$ cat src/ppm_pkg.sv
package ppm_pkg;

	localparam int PW_W      = 16;  // pulse width and register width
	localparam int PCT_W     = 14;  // percent field
	localparam int CHAN_W    = 4;   // channel field
	localparam int IDX_W     = 5;   // running channel index
	localparam int PROD_W    = PW_W + PCT_W;
	localparam int DIV_STEPS = PCT_W;
	localparam int STEP_W    = 4;
	localparam int CFG_IDX_W = 2;
	localparam int IN_DATA_W  = 16;
	localparam int OUT_DATA_W = 24;
	localparam int OUT_USER_W = 3;

	localparam logic [PCT_W-1:0] FULL_SCALE = 14'd10000;

	localparam logic [CFG_IDX_W-1:0] REG_SYNC_THRESHOLD = 2'd0;
	localparam logic [CFG_IDX_W-1:0] REG_MIN_WIDTH      = 2'd1;
	localparam logic [CFG_IDX_W-1:0] REG_MAX_WIDTH      = 2'd2;

	localparam logic [PW_W-1:0] RST_SYNC_THRESHOLD = 16'd500;
	localparam logic [PW_W-1:0] RST_MIN_WIDTH      = 16'd60;
	localparam logic [PW_W-1:0] RST_MAX_WIDTH      = 16'd160;

	localparam logic FUNC_OVERFLOW = 1'b1;

	// Result flags decided by the controller and carried into the output beat.
	typedef struct packed {
		logic              value_valid;
		logic [CHAN_W-1:0] channel;
		logic              frame_end;
		logic              overrun_error;
		logic              synced;
		logic              pct_zero;
	} ppm_res_t;

	typedef struct packed {
		logic     load_in;
		logic     prep;
		logic     mul;
		logic     div_step;
		logic     out_load;
		ppm_res_t res;
	} ppm_cmd_t;

	typedef struct packed {
		logic is_overflow;
		logic is_sync;
		logic empty_range;
		logic out_free;
	} ppm_sts_t;

endpackage

$ cat src/ppm_ctrl.sv
module ppm_ctrl
	import ppm_pkg::*;
#(
	parameter int CHANNELS = 8
) (
	input  logic     clk,
	input  logic     arst_n,
	input  logic     in_valid,
	output logic     in_ready,
	input  ppm_sts_t sts,
	output ppm_cmd_t cmd
);

	typedef enum logic [4:0] {
		ST_IDLE   = 5'b00001,
		ST_DECIDE = 5'b00010,
		ST_MUL    = 5'b00100,
		ST_DIV    = 5'b01000,
		ST_DONE   = 5'b10000
	} ppm_state_t;

	localparam logic [IDX_W-1:0] LAST_IDX = IDX_W'(CHANNELS);

	ppm_state_t        state_q, state_d;
	logic              sync_q, sync_d;
	logic [IDX_W-1:0]  chan_q, chan_d;
	logic [STEP_W-1:0] step_q, step_d;
	ppm_res_t          res_q, res_d;

	assign in_ready = (state_q == ST_IDLE);

	always_comb begin
		state_d = state_q;
		sync_d  = sync_q;
		chan_d  = chan_q;
		step_d  = step_q;
		res_d   = res_q;
		cmd     = '0;
		cmd.res = res_q;
		case (state_q)
			ST_IDLE: begin
				if (in_valid) begin
					cmd.load_in = 1'b1;
					state_d     = ST_DECIDE;
				end
			end
			ST_DECIDE: begin
				cmd.prep = 1'b1;
				res_d    = '0;
				state_d  = ST_DONE;
				if (sts.is_overflow) begin
					sync_d = 1'b0;
					chan_d = '0;
				end else if (sts.is_sync) begin
					sync_d          = 1'b1;
					chan_d          = '0;
					res_d.frame_end = 1'b1;
				end else if (!sync_q) begin
					// Short pulse before the first sync is ignored.
				end else if (chan_q >= LAST_IDX) begin
					sync_d              = 1'b0;
					chan_d              = '0;
					res_d.overrun_error = 1'b1;
				end else begin
					res_d.value_valid = 1'b1;
					res_d.channel     = chan_q[CHAN_W-1:0];
					res_d.pct_zero    = sts.empty_range;
					chan_d            = chan_q + 1'b1;
					if (!sts.empty_range) begin
						state_d = ST_MUL;
					end
				end
				res_d.synced = sync_d;
			end
			ST_MUL: begin
				cmd.mul = 1'b1;
				step_d  = '0;
				state_d = ST_DIV;
			end
			ST_DIV: begin
				cmd.div_step = 1'b1;
				step_d       = step_q + 1'b1;
				if (step_q == STEP_W'(DIV_STEPS - 1)) begin
					state_d = ST_DONE;
				end
			end
			ST_DONE: begin
				if (sts.out_free) begin
					cmd.out_load = 1'b1;
					state_d      = ST_IDLE;
				end
			end
			default: begin
				state_d = ST_IDLE;
			end
		endcase
	end

	always_ff @(posedge clk or negedge arst_n) begin
		if (!arst_n) begin
			state_q <= ST_IDLE;
			sync_q  <= 1'b0;
			chan_q  <= '0;
			step_q  <= '0;
			res_q   <= '0;
		end else begin
			state_q <= state_d;
			sync_q  <= sync_d;
			chan_q  <= chan_d;
			step_q  <= step_d;
			res_q   <= res_d;
		end
	end

	// The running index never passes the channel count.
	a_chan_bound: assert property (@(posedge clk) disable iff (!arst_n)
		chan_q <= LAST_IDX)
		else $error("channel index beyond channel count");

	// A pulse past the last channel of a synced frame drops sync.
	a_overrun_drops_sync: assert property (@(posedge clk) disable iff (!arst_n)
		(state_q == ST_DECIDE) && sync_q && !sts.is_overflow && !sts.is_sync
			&& (chan_q >= LAST_IDX) |=> !sync_q && res_q.overrun_error)
		else $error("overrun did not drop sync");

	// The divider runs only while its step count is in range.
	a_div_steps: assert property (@(posedge clk) disable iff (!arst_n)
		(state_q == ST_DIV) |-> (step_q < STEP_W'(DIV_STEPS)))
		else $error("divider step count out of range");

	// A value result is only ever reported while synced.
	a_value_synced: assert property (@(posedge clk) disable iff (!arst_n)
		cmd.out_load && res_q.value_valid |-> res_q.synced && sync_q)
		else $error("value reported while not synced");

endmodule

$ cat src/ppm_dpath.sv
module ppm_dpath
	import ppm_pkg::*;
(
	input  logic                  clk,
	input  logic                  arst_n,
	input  logic [IN_DATA_W-1:0]  s_axis_tdata,
	input  logic                  s_axis_tuser,
	input  logic                  cfg_valid,
	input  logic [CFG_IDX_W-1:0]  cfg_index,
	input  logic [PW_W-1:0]       cfg_data,
	input  ppm_cmd_t              cmd,
	output ppm_sts_t              sts,
	output logic                  m_axis_tvalid,
	input  logic                  m_axis_tready,
	output logic [OUT_DATA_W-1:0] m_axis_tdata,
	output logic                  m_axis_tlast,
	output logic [OUT_USER_W-1:0] m_axis_tuser
);

	logic [PW_W-1:0]   thr_q, lo_q, hi_q;
	logic              func_q;
	logic [PW_W-1:0]   pw_q;
	logic [PW_W-1:0]   diff_q, den_q;
	logic [PW_W-1:0]   rem_q;
	logic [PCT_W-1:0]  quo_q;
	logic              out_valid_q;
	logic [CHAN_W-1:0] out_chan_q;
	logic [PCT_W-1:0]  out_pct_q;
	logic              out_fend_q, out_vld_q, out_ovr_q, out_sync_q;

	logic [PW_W-1:0]   clamped;
	logic [PROD_W-1:0] prod;
	logic [PW_W:0]     trial;
	logic              trial_ge;

	assign sts.is_overflow = (func_q == FUNC_OVERFLOW);
	assign sts.is_sync     = (pw_q >= thr_q);
	assign sts.empty_range = (hi_q <= lo_q);
	assign sts.out_free    = !out_valid_q || m_axis_tready;

	always_comb begin
		clamped = pw_q;
		if (pw_q > hi_q) begin
			clamped = hi_q;
		end else if (pw_q < lo_q) begin
			clamped = lo_q;
		end
	end

	assign prod     = PROD_W'(diff_q) * PROD_W'(FULL_SCALE);
	assign trial    = {rem_q, quo_q[PCT_W-1]};
	assign trial_ge = (trial >= {1'b0, den_q});

	always_ff @(posedge clk or negedge arst_n) begin
		if (!arst_n) begin
			thr_q       <= RST_SYNC_THRESHOLD;
			lo_q        <= RST_MIN_WIDTH;
			hi_q        <= RST_MAX_WIDTH;
			out_valid_q <= 1'b0;
		end else begin
			if (cfg_valid) begin
				case (cfg_index)
					REG_SYNC_THRESHOLD: thr_q <= cfg_data;
					REG_MIN_WIDTH:      lo_q  <= cfg_data;
					REG_MAX_WIDTH:      hi_q  <= cfg_data;
					default: begin
					end
				endcase
			end
			if (cmd.out_load) begin
				out_valid_q <= 1'b1;
			end else if (m_axis_tready) begin
				out_valid_q <= 1'b0;
			end
		end
	end

	always_ff @(posedge clk) begin
		if (cmd.load_in) begin
			func_q <= s_axis_tuser;
			pw_q   <= s_axis_tdata[PW_W-1:0];
		end
		if (cmd.prep) begin
			diff_q <= clamped - lo_q;
			den_q  <= hi_q - lo_q;
		end
		if (cmd.mul) begin
			// The quotient fits in PCT_W bits, so the upper part is already below den_q.
			rem_q <= prod[PROD_W-1:PCT_W];
			quo_q <= prod[PCT_W-1:0];
		end else if (cmd.div_step) begin
			rem_q <= trial_ge ? PW_W'(trial - {1'b0, den_q}) : trial[PW_W-1:0];
			quo_q <= {quo_q[PCT_W-2:0], trial_ge};
		end
		if (cmd.out_load) begin
			out_vld_q  <= cmd.res.value_valid;
			out_chan_q <= cmd.res.channel;
			out_pct_q  <= cmd.res.pct_zero || !cmd.res.value_valid ? '0 : quo_q;
			out_fend_q <= cmd.res.frame_end;
			out_ovr_q  <= cmd.res.overrun_error;
			out_sync_q <= cmd.res.synced;
		end
	end

	assign m_axis_tvalid = out_valid_q;
	assign m_axis_tdata  = OUT_DATA_W'({out_pct_q, out_chan_q});
	assign m_axis_tlast  = out_fend_q;
	assign m_axis_tuser  = {out_sync_q, out_ovr_q, out_vld_q};

endmodule

$ cat src/ppm_frame_decoder.sv
// PPM frame decoder: one result beat for every input beat.
// A scaled channel value passes the decide, multiply, divide and done states into the output
// register; sync, overflow, overrun, ignored and empty-range beats skip multiply and divide.
// The restoring divider yields one quotient bit per cycle. A new input beat is taken only after
// the last result is loaded into the output register, which can wait on an output stall.
// Reset (arst_n low, asynchronous): registers return to 500/60/160, decoder waits for sync.
module ppm_frame_decoder
	import ppm_pkg::*;
#(
	parameter int CHANNELS = 8
) (
	input  logic                  clk,
	input  logic                  arst_n,
	// Input beat: tdata = pw_ticks[15:0]; tuser = func (1 = capture overflow).
	input  logic                  s_axis_tvalid,
	output logic                  s_axis_tready,
	input  logic [IN_DATA_W-1:0]  s_axis_tdata,
	input  logic                  s_axis_tuser,
	// Result beat: tdata = channel[3:0], percent[17:4], zeros[23:18];
	// tuser = value_valid[0], overrun_error[1], synced[2]; tlast = frame_end.
	output logic                  m_axis_tvalid,
	input  logic                  m_axis_tready,
	output logic [OUT_DATA_W-1:0] m_axis_tdata,
	output logic                  m_axis_tlast,
	output logic [OUT_USER_W-1:0] m_axis_tuser,
	// Register writes: 0 sync_threshold, 1 min_width, 2 max_width; index 3 is ignored.
	input  logic                  cfg_valid,
	output logic                  cfg_ready,
	input  logic [CFG_IDX_W-1:0]  cfg_index,
	input  logic [PW_W-1:0]       cfg_data
);

	ppm_cmd_t cmd;
	ppm_sts_t sts;

	// Register writes are expected only while the decoder is idle, so they never stall.
	assign cfg_ready = 1'b1;

	// The controller owns sync state and the channel index; it classifies each
	// beat and sequences the clamp, multiply and divide steps.
	ppm_ctrl #(
		.CHANNELS(CHANNELS)
	) u_ctrl (
		.clk      (clk),
		.arst_n   (arst_n),
		.in_valid (s_axis_tvalid),
		.in_ready (s_axis_tready),
		.sts      (sts),
		.cmd      (cmd)
	);

	// The datapath holds the registers, the scaling arithmetic and the output
	// register, which lets the next beat be taken while a result waits.
	ppm_dpath u_dpath (
		.clk           (clk),
		.arst_n        (arst_n),
		.s_axis_tdata  (s_axis_tdata),
		.s_axis_tuser  (s_axis_tuser),
		.cfg_valid     (cfg_valid & cfg_ready),
		.cfg_index     (cfg_index),
		.cfg_data      (cfg_data),
		.cmd           (cmd),
		.sts           (sts),
		.m_axis_tvalid (m_axis_tvalid),
		.m_axis_tready (m_axis_tready),
		.m_axis_tdata  (m_axis_tdata),
		.m_axis_tlast  (m_axis_tlast),
		.m_axis_tuser  (m_axis_tuser)
	);

endmodule
$ cat config.mk
export PLATFORM = sky130hd
export DESIGN_NAME = ppm_frame_decoder
export DESIGN_NICKNAME = d
export VERILOG_FILES = /design/src/ppm_pkg.sv /design/src/ppm_ctrl.sv /design/src/ppm_dpath.sv /design/src/ppm_frame_decoder.sv
export SDC_FILE = /design/constraint.sdc
export NUM_CORES = 1
export LEC_CHECK = 0
export BUFFER_PORTS_ARGS = -buffer_cell sky130_fd_sc_hd__buf_2
export CELL_PAD_IN_SITES_DETAIL_PLACEMENT = 1
export CELL_PAD_IN_SITES_GLOBAL_PLACEMENT = 2
export CORE_MARGIN = 8
export CORE_UTILIZATION = 35
export DETAILED_ROUTE_END_ITERATION = 8
export PLACE_DENSITY_LB_ADDON = 0.1
export SYNTH_ARGS = -nofsm -noshare
export SYNTH_HDL_FRONTEND = slang
export SYNTH_SLANG_ARGS = --single-unit
$ cat constraint.sdc
create_clock -name clk -period 10.06 [get_ports clk]
set_clock_uncertainty 0.2 [all_clocks]
set_input_delay 3.018 -clock clk [delete_from_list [all_inputs] [get_ports clk]]
set_output_delay 3.018 -clock clk [all_outputs]
set_load 0.03 [all_outputs]
-- Yosys cells after proc, flatten, opt, wreduce, memory -nomap -nowiden
Cells that the tools add are included.
- $add $sub $neg: 5
- multipliers: 1
- div/mod/pow operators: 0
- order comparisons: 6
- eq/ne operators: 11
- shifts and indexed selects: 0
- muxes and demuxes: 46
- bitwise logic cells: 0
- reduce and logical (&&, ||, !) cells: 14
- operator list (operator ; count):
    $mux 16 ; 5
    $mux 5 ; 15
    $sub 16x16->16 ; 3
    $mux 14 ; 2
    $mul 16x10->26 const B ; 1
    $pmux 5 s5 ; 1
    $mux 1 ; 21
    $ge 17x16->1 ; 1
    $ge 16x16->1 ; 1
    $gt 16x16->1 ; 1
    $le 16x16->1 ; 1
    $lt 16x16->1 ; 1
    $pmux 4 s2 ; 1
    $reduce_and 2->1 ; 4
    $mux 7 ; 1
    $reduce_bool 2->1 ; 3
    $add 5x1->5 const B ; 1
    $eq 5x1->1 const B ; 1
    $eq 5x2->1 const B ; 1
    $eq 5x3->1 const B ; 1
    $eq 5x4->1 const B ; 1
    $eq 5x5->1 const B ; 1
    $ge 5x4->1 const B ; 1
    $add 4x1->4 const B ; 1
    other kinds (10) ; 13
- register bits after elaboration: 173
- latch bits: 0
- memory bits (writable): 0
- memory bits (read-only): 0
- input bits: 40
- memories: 0

-- Depth between registers and ports, before layout
Gate-level depths: netlist of the first run.
- depth after elaboration: 7
- depth in mapped cells: 21
- gate-level depth less buffers: 20

-- Modules after synthesis
Synthesis of the first run repeated with hierarchy kept, for this count alone.
- cells, all modules: 1274
- area total of the unflattened synthesis: 12868.6 um^2
- modules (own cells, without submodules) (module ; times used ; cells an instance ; area each (um^2) ; sequential area each (um^2)):
    ppm_dpath ; 1 ; 1166 ; 11683.7 ; 4234.1
    ppm_ctrl ; 1 ; 106 ; 1173.6 ; 576.8
    ppm_frame_decoder ; 1 ; 2 ; 11.3 ; 0.0

-- Worst setup path before layout of the first run
Ideal clock, no wire load.
- path type: reg-to-reg
- from: register u_dpath.diff_q[4]
- to: register u_dpath.rem_q[15] (data pin)
- setup time: 0.278 ns
- arrival: 4.413 ns
- path slack: 5.170 ns
- cell stages (with the launch flop): 20
- buffers on the path: 0
- cells stage by stage: edfxtp_1 > inv_1 > fa_1 > inv_1 > ha_1 > inv_1 > fa_1 > inv_1 > ha_1 > inv_1 > fa_1 > inv_1 > ha_1 > a21o_1 > o21ai_0 > a31oi_1 > a221o_1 > a311o_1 > xnor2_1 > a22oi_1
- longest elaborated chain between the ends: 2
- ends and longest elaborated chain (what ; RTL line ; text):
    start: declaration ; ppm_dpath.sv:23 ; logic [PW_W-1:0] diff_q, den_q;
    start signal: assignment ; ppm_dpath.sv:84 ; diff_q <= clamped - lo_q;
    $mul 16x10->26 ; ppm_dpath.sv:50 ; assign prod = PROD_W'(diff_q) * PROD_W'(FULL_SCALE);
    $mux 16 ; ppm_dpath.sv:87 ; if (cmd.mul) begin
    end signal: assignment ; ppm_dpath.sv:89 ; rem_q <= prod[PROD_W-1:PCT_W];
    end signal: assignment ; ppm_dpath.sv:92 ; rem_q <= trial_ge ? PW_W'(trial - {1'b0, den_q}) : trial[PW_W-1:0];
    end: declaration ; ppm_dpath.sv:24 ; logic [PW_W-1:0] rem_q;
Every way passes these cells.
A chain may end at the register's enable or synchronous reset.

-- Final worst setup path of the first run
- from: register u_dpath.hi_q[1]
- to: register u_dpath.diff_q[14] (data pin)
- longest elaborated chain between the ends: 3
- ends and longest elaborated chain (what ; RTL line ; text):
    start: declaration ; ppm_dpath.sv:20 ; logic [PW_W-1:0] thr_q, lo_q, hi_q;
    start signal: assignment ; ppm_dpath.sv:65 ; REG_MAX_WIDTH: hi_q <= cfg_data;
    $gt 16x16->1 ; ppm_dpath.sv:43 ; if (pw_q > hi_q) begin
    $mux 16 (*) ; ppm_dpath.sv:43 ;
    $sub 16x16->16 (*) ; ppm_dpath.sv:84 ;
Mark *: on every way between the ends. The rest lies on a longest branch, timed or not.

==> results of run 1 <==
## worst max-delay path, stage by stage (launching register included)
cell and delay (ps):
dfrtp_1 400, inv_1 160, ha_1 270, nor2b_1 140, o211ai_1 160, a21oi_1 120, o31ai_1 320, a22o_1 920
o21ai_0 210, ha_1 260, fa_1 410, nor2b_1 120, o21ai_0 100, a21boi_0 400, nor2b_1 120, o311ai_0 400
a31o_2 220, a21oi_1 70, xnor2_1 130
## state kept, by name, summed over array words and instances, names as in the netlist, 14 cells and up
signal / count
u_dpath.pw_q: 16
u_dpath.out_pct_q: 14
u_dpath.den_q: 16
u_dpath.quo_q: 14
u_dpath.thr_q: 16
u_dpath.diff_q: 16
u_dpath.lo_q: 16
u_dpath.hi_q: 16
u_dpath.rem_q: 16
## per-stage QoR
| stage | instance area, um2 | setup WS [ps] | util, % | hold WS [ps] |
|---|---|---|---|---|
| 2_1_floorplan | 12690 | 5170 | - | 216.5 |
| 3_3_place_gp | 13440 | 4704 | 37.79 | 228.2 |
| 3_5_place_dp | 13440 | 4607 | 37.79 | 234.8 |
| 4_1_cts | 14020 | 4592 | 39.42 | 248.4 |
| 5_1_grt | 14020 | 4196 | 39.42 | 251.9 |
| 6_report | 14020 | 4665 | 39.42 | 251.6 |
## synth_stat cells, types with 10 or more instances
| cell | count | area [um2] |
|---|---|---|
| nor2b_1 | 17 | 106.4 |
| nand4_1 | 10 | 62.56 |
| a22o_1 | 10 | 87.58 |
| nand2b_1 | 12 | 75.07 |
| nand2_1 | 75 | 281.5 |
| dfrtp_1 | 59 | 1476 |
| a21oi_1 | 90 | 450.4 |
| fa_1 | 38 | 760.7 |
| o21ai_0 | 67 | 335.3 |
| mux2i_1 | 17 | 170.2 |
| mux2_2 | 36 | 405.4 |
| clkbuf_1 | 23 | 86.33 |
| a21o_1 | 27 | 202.7 |
| dfstp_2 | 13 | 341.6 |
| nor3_1 | 18 | 90.09 |
| xor2_1 | 15 | 131.4 |
| nor2_1 | 73 | 274.0 |
| xnor2_1 | 37 | 324.1 |
| and2_1 | 23 | 143.9 |
| inv_1 | 175 | 656.9 |
| buf_4 | 10 | 75.07 |
| nand3_1 | 20 | 100.1 |
| ha_1 | 167 | 2090 |
| edfxtp_1 | 97 | 2913 |
## placed cells by master, fill, tap and decap left out, types with 5 or more instances in the layout
| master | n |
|---|---|
| a211o_1 | 7 |
| a211oi_1 | 9 |
| a21o_1 | 27 |
| a21oi_1 | 90 |
| a22o_1 | 10 |
| a31oi_1 | 9 |
| and2_1 | 23 |
| and3_1 | 9 |
| and4_1 | 6 |
| buf_2 | 62 |
| buf_4 | 6 |
| clkbuf_16 | 19 |
| conb_1 | 7 |
| dfrtp_1 | 59 |
| dfstp_2 | 13 |
| edfxtp_1 | 97 |
| fa_1 | 38 |
| ha_1 | 167 |
| inv_1 | 175 |
| mux2_2 | 36 |
| mux2i_1 | 17 |
| nand2_1 | 75 |
| nand2b_1 | 12 |
| nand3_1 | 20 |
| nand3b_1 | 5 |
| nand4_1 | 10 |
| nor2_1 | 73 |
| nor2b_1 | 16 |
| nor3_1 | 18 |
| o211ai_1 | 5 |
| o21a_1 | 8 |
| o21ai_0 | 67 |
| o31ai_1 | 7 |
| or2_2 | 5 |
| or3_1 | 7 |
| xnor2_1 | 37 |
| xor2_1 | 15 |
## routing by layer
metal	GRT usage (%)	routed length (um)	vias to the layer above
met5	0	0	-
met4	4.360	488	0
met3	2.586	539	26
met2	26.80	15460	67
met1	19.88	15430	4402
li1	-	-	4479
## final cells by class
class | count | area, um2 | area share [%]
inverters | 175 | 656.9 | 4.685
repair buffers | 68 | 355.3 | 2.535
well taps | 461 | 576.8 | 4.114
clock buffers | 22 | 506.7 | 3.614
clock inverters | 10 | 71.32 | 0.5087
multi-input cells | 877 | 7042 | 50.23
flip-flops and latches | 173 | 4811 | 34.31
## kinds of logic (layout without fill, tap and decap cells)
family | count (synthesis) | after routing | synth area share [%]
DFF | 173 | 173 | 37.98
adders and majority gates | 205 | 205 | 22.50
buffers and inverters | 210 | 275 | 6.638
muxes | 53 | 53 | 4.544
other | 2 | 7 | 0.05929
and+or+nand+nor | 289 | 289 | 11.24
AOI/OAI and AO/OA | 271 | 271 | 13.44
xor gates and xnor gates | 52 | 52 | 3.595
## worst paths after layout
check	startpoint	end	slack, ps	depth (start not counted)
worst max-delay path	u_dpath.hi_q[1]	u_dpath.diff_q[14]	4670	18
worst min-delay path	u_ctrl.cmd[5]	u_dpath.out_chan_q[1]	250	0
worst max register to register	u_dpath.hi_q[1]	u_dpath.diff_q[14]	4670	18
worst min register to register	u_ctrl.cmd[5]	u_dpath.out_chan_q[1]	250	0
max in group asynchronous	arst_n	u_dpath.thr_q[10]	6510	1
min in group asynchronous	arst_n	u_ctrl.chan_q[3]	2490	1
==> flow_metrics.py, run 1 <==
metrics = {
    "status": {
        "status": "finished clean",
    },
    "detailed_routing": {
        "post_drt_via_cell_ratio": 5.025,
        "wl_per_cell_um": 17.87,
        "drc": 0,
        "wl_um": 31920,
        "first_iter_violations": 271,
        "vias": 8974,
        "ant_nets": 0,
        "firstDrtPassIters": 4,
    },
    "floorplan": {
        "rows": 69,
        "initial_core_util_pct": 35.61,
        "core_area_um2": 35570,
        "die_h_um": 206.2,
        "dieArea_um2": 42530,
        "fp.dieW_um": 206.2,
        "ios": 71,
    },
    "cells_and_area": {
        "drive_above_1_share_pct": 12.23,
        "layout.cells.non_filler": 1786,
        "finalNetCount": 1557,
        "fillers": 4077,
        "area_growth_pct": 10.68,
        "diodes": 0,
    },
    "clocking": {
        "cts.clk_slew.worst_paths_ps": 70,
        "cts-root-buf": "clkbuf_16",
        "cts_tree": "done",
        "clk_path_buf_depth": 2,
        "cts-hold-fix-buffers": 0,
        "cts_buffers": 17,
        "h-tree-depth": 4,
        "clock_sinks": 173,
        "post_cts_buffers": 0,
        "clk_latency_ps": 450,
        "ctsResizeCount": 0,
    },
    "timing": {
        "worst_pin_slew_ps": 1228,
        "rsz0062_at_grt": "false",
        "period_needed_ps": 5395,
        "finalSetupTns_ps": 0,
        "fmax_mhz": 185.4,
        "hold_viol": 0,
        "timing.final.crit_share_pct": 53.62,
        "slew_headroom_pct": 17.79,
        "finalMaxSlewViolations": 0,
        "setup_viol": 0,
    },
    "global_route": {
        "track_usage_pct": 15.56,
        "grt_max_degree": 73,
        "overflow": 0,
        "grt_first_pass_wirelength_um": 51730,
        "grt_pass1_vias": 9567,
        "antenna_found_initial": 0,
    },
    "logic_synthesis": {
        "synth.avg_cell_area_um2": 10.09,
        "syn_area_um2": 12670,
        "yosysWarnings": 0,
        "postSynthCellCount": 1255,
        "ys_types": 62,
        "synth-async-reset-ratio_pct": 41.62,
        "synth_edf_count": 97,
        "ys_ff_latch": 173,
        "yosys_most_used_dff": "edfxtp_1",
        "yosysSeqAreaShare_pct": 37.98,
    },
    "critical_path": {
        "cp_max_fo": 34,
        "required_ps": 10050,
        "critical_path_class": "flip-flop to flip-flop",
        "crit_arrival_ps": 5380,
        "critPathCaptureType": "flip-flop",
        "start_kind": "flip-flop",
    },
    "run": {
        "max_cap_violations": 0,
    },
    "placement": {
        "place_congestion": 0.7957,
        "io_buffers": 63,
        "place_inst": 1754,
        "dp_hpwl_um": 25930,
    },
    "worst_hold_path": {
        "hp-class": "flip-flop to flip-flop",
    },
}
Power of run 1 is left out: the tool's default activity adds up to more than one toggle a clock period on the data nets, which glitch-free logic cannot reach.
==> run 2: changes to the inputs <==
- clock period: 10.06 -> 4.3 ns (I/O delays scaled with it)
==> flow_metrics.py, run 2 (synthesized netlist as in run 1, its figures left out) <==
metrics = {
    "floorplan": {
        "fp.dieW_um": 206.2,
        "initial_core_util_pct": 35.61,
        "core_area_um2": 35570,
        "rows": 69,
        "ios": 71,
        "die_h_um": 206.2,
        "dieArea_um2": 42530,
    },
    "global_route": {
        "antenna_found_initial": 0,
        "grt_first_pass_wirelength_um": 54540,
        "grt_pass1_vias": 10400,
        "track_usage_pct": 16.19,
        "grt_max_degree": 73,
        "overflow": 0,
    },
    "clocking": {
        "cts_buffers": 17,
        "clk_path_buf_depth": 2,
        "clock_sinks": 173,
        "cts.clk_slew.worst_paths_ps": 70,
        "cts-hold-fix-buffers": 0,
        "cts_tree": "done",
        "clk_latency_ps": 450,
        "cts-root-buf": "clkbuf_16",
        "h-tree-depth": 4,
    },
    "critical_path": {
        "reg2reg_to": "u_dpath.rem_q[15]",
        "critPathCaptureType": "flip-flop",
        "rr_worst_depth": 19,
        "cp_cell_sequence": "inv_2 > fa_1 > inv_2 > ha_4 > inv_2 > fa_1 > inv_1 > ha_1 > inv_1 > fa_1 > inv_2 > ha_4 > a21o_1 > o21ai_2 > a31oi_4 > a221o_1 > a311o_1 > xnor2_1 > a22oi_1",
        "crit_slowest_cell": "fa_1",
        "cp-startpoint": "u_dpath.diff_q[6]",
        "start_kind": "flip-flop",
        "required_ps": 4280,
        "reg2reg_from": "u_dpath.diff_q[6]",
        "cp_max_fo": 4,
        "cpMostUsedCell": "inv_2",
        "crit_arrival_ps": 4790,
        "critical_path_class": "flip-flop to flip-flop",
        "ff2ff_setup_slack_ps": -510,
        "max_stage_delay_ps": 550,
    },
    "cells_and_area": {
        "fillers": 4004,
        "mostFrequentLayoutCell": "buf_4",
        "area_growth_pct": 24.73,
        "finalNetCount": 1726,
        "drive_above_1_share_pct": 27.64,
        "mostFrequentLayoutCells": "165 x buf_4, 155 x inv_1, 155 x ha_1, 97 x edfxtp_1, 79 x a21oi_1",
        "diodes": 0,
    },
    "detailed_routing": {
        "vias": 9640,
        "post_drt_via_cell_ratio": 4.931,
        "ant_nets": 0,
        "drc": 0,
        "firstDrtPassIters": 4,
        "wl_um": 33460,
        "wl_per_cell_um": 17.12,
        "first_iter_violations": 312,
    },
    "status": {
        "violations": "negative setup slack",
        "status": "finished, violations left",
    },
    "placement": {
        "dp_hpwl_um": 27130,
        "place_ws_ps": -683.8,
        "place_congestion": 0.7910,
        "io_buffers": 63,
    },
    "timing": {
        "setup_viol": 14,
        "worst_pin_slew_ps": 993.0,
        "hold_viol": 0,
        "slew_headroom_pct": 33.80,
        "timing.final.crit_share_pct": 111.9,
        "fmax_mhz": 207.8,
        "finalMaxSlewViolations": 0,
        "rsz0062_at_grt": "true",
        "fin_ws_ps": -512.8,
        "period_needed_ps": 4813,
    },
    "worst_hold_path": {
        "hold_depth": 0,
        "hp-class": "flip-flop to flip-flop",
        "min-delay-start": "u_ctrl.cmd[7]",
        "holdPathEnd": "u_dpath.out_chan_q[3]",
    },
    "run": {
        "max_cap_violations": 0,
    },
}
-- run 2: changes by cell type in the layout (fill, tap and decap cells not counted), sizes merged --
cell	change
buf	+169
clkbuf	-5
clkinv	+4
bufinv	+1
clkinvlp	+1
inv	-1
-- run 2: worst max-delay path: cells and delay by family, from the launching register on --
family | cells | cell delay [ps]
adder cells (fa/ha/maj) | 6 | 2250
AO/OA/AOI/OAI | 6 | 1280
flip-flops | 1 | 360
buffers and inverters | 6 | 280
XOR/XNOR | 1 | 150
-- run 2: timing repair --
item / in CTS / in global routing
pin swaps: 37 / 66
gates resized for setup: 55 / 51
buffers inserted: 8 / 19
endpoints found under the setup margin: 21 / 23
-- run 2: layout make-up --
| class | instances | area [um2] | area share [%] |
|---|---|---|---|
| clock inverters | 15 | 140.1 | 0.8869 |
| clock buffers | 17 | 425.4 | 2.692 |
| multi-input cells | 877 | 7526 | 47.63 |
| inverters | 175 | 659.4 | 4.173 |
| flip-flops and latches | 173 | 4811 | 30.45 |
| well taps | 461 | 576.8 | 3.651 |
| repair buffers | 237 | 1662 | 10.52 |
-- run 2: how the worst max path moves through the flow --
stage / slack (ps) / cells after the start / end
final: -510 / 19 / u_dpath.rem_q[15]
after detailed placement: -680 / 19 / u_dpath.rem_q[13]
after global routing: -720 / 19 / u_dpath.rem_q[15]
after global placement: -620 / 19 / u_dpath.rem_q[15]
after CTS: -610 / 19 / u_dpath.rem_q[15]
after floorplan: -360 / 17 / u_dpath.rem_q[15]
-- run 2: layer usage --
layer	track usage [%]	wire length [um]	share of wire, %
met5	0	0	0
met3	2.696	662	2.0
met1	20.68	15770	47
met4	3.904	460	1.4
met2	28.18	16570	50
-- run 2: metrics by stage --
stage / util, % / TNS, ps / instance area, um2 / cells / hold slack [ps]
final: 44.42 / -4067 / 15800 / 1955 / 245.7
after global routing: 44.42 / -7155 / 15800 / 1955 / 269.7
after CTS: 43.50 / -5320 / 15470 / 1941 / 248.7
after detailed placement: 41.10 / -7222 / 14620 / 1901 / 229.3
after global placement: 41.10 / -6343 / 14620 / 1901 / 226.5
after floorplan: - / -1672 / 12770 / 1260 / 216.5
Power of run 2 is left out for the same reason.
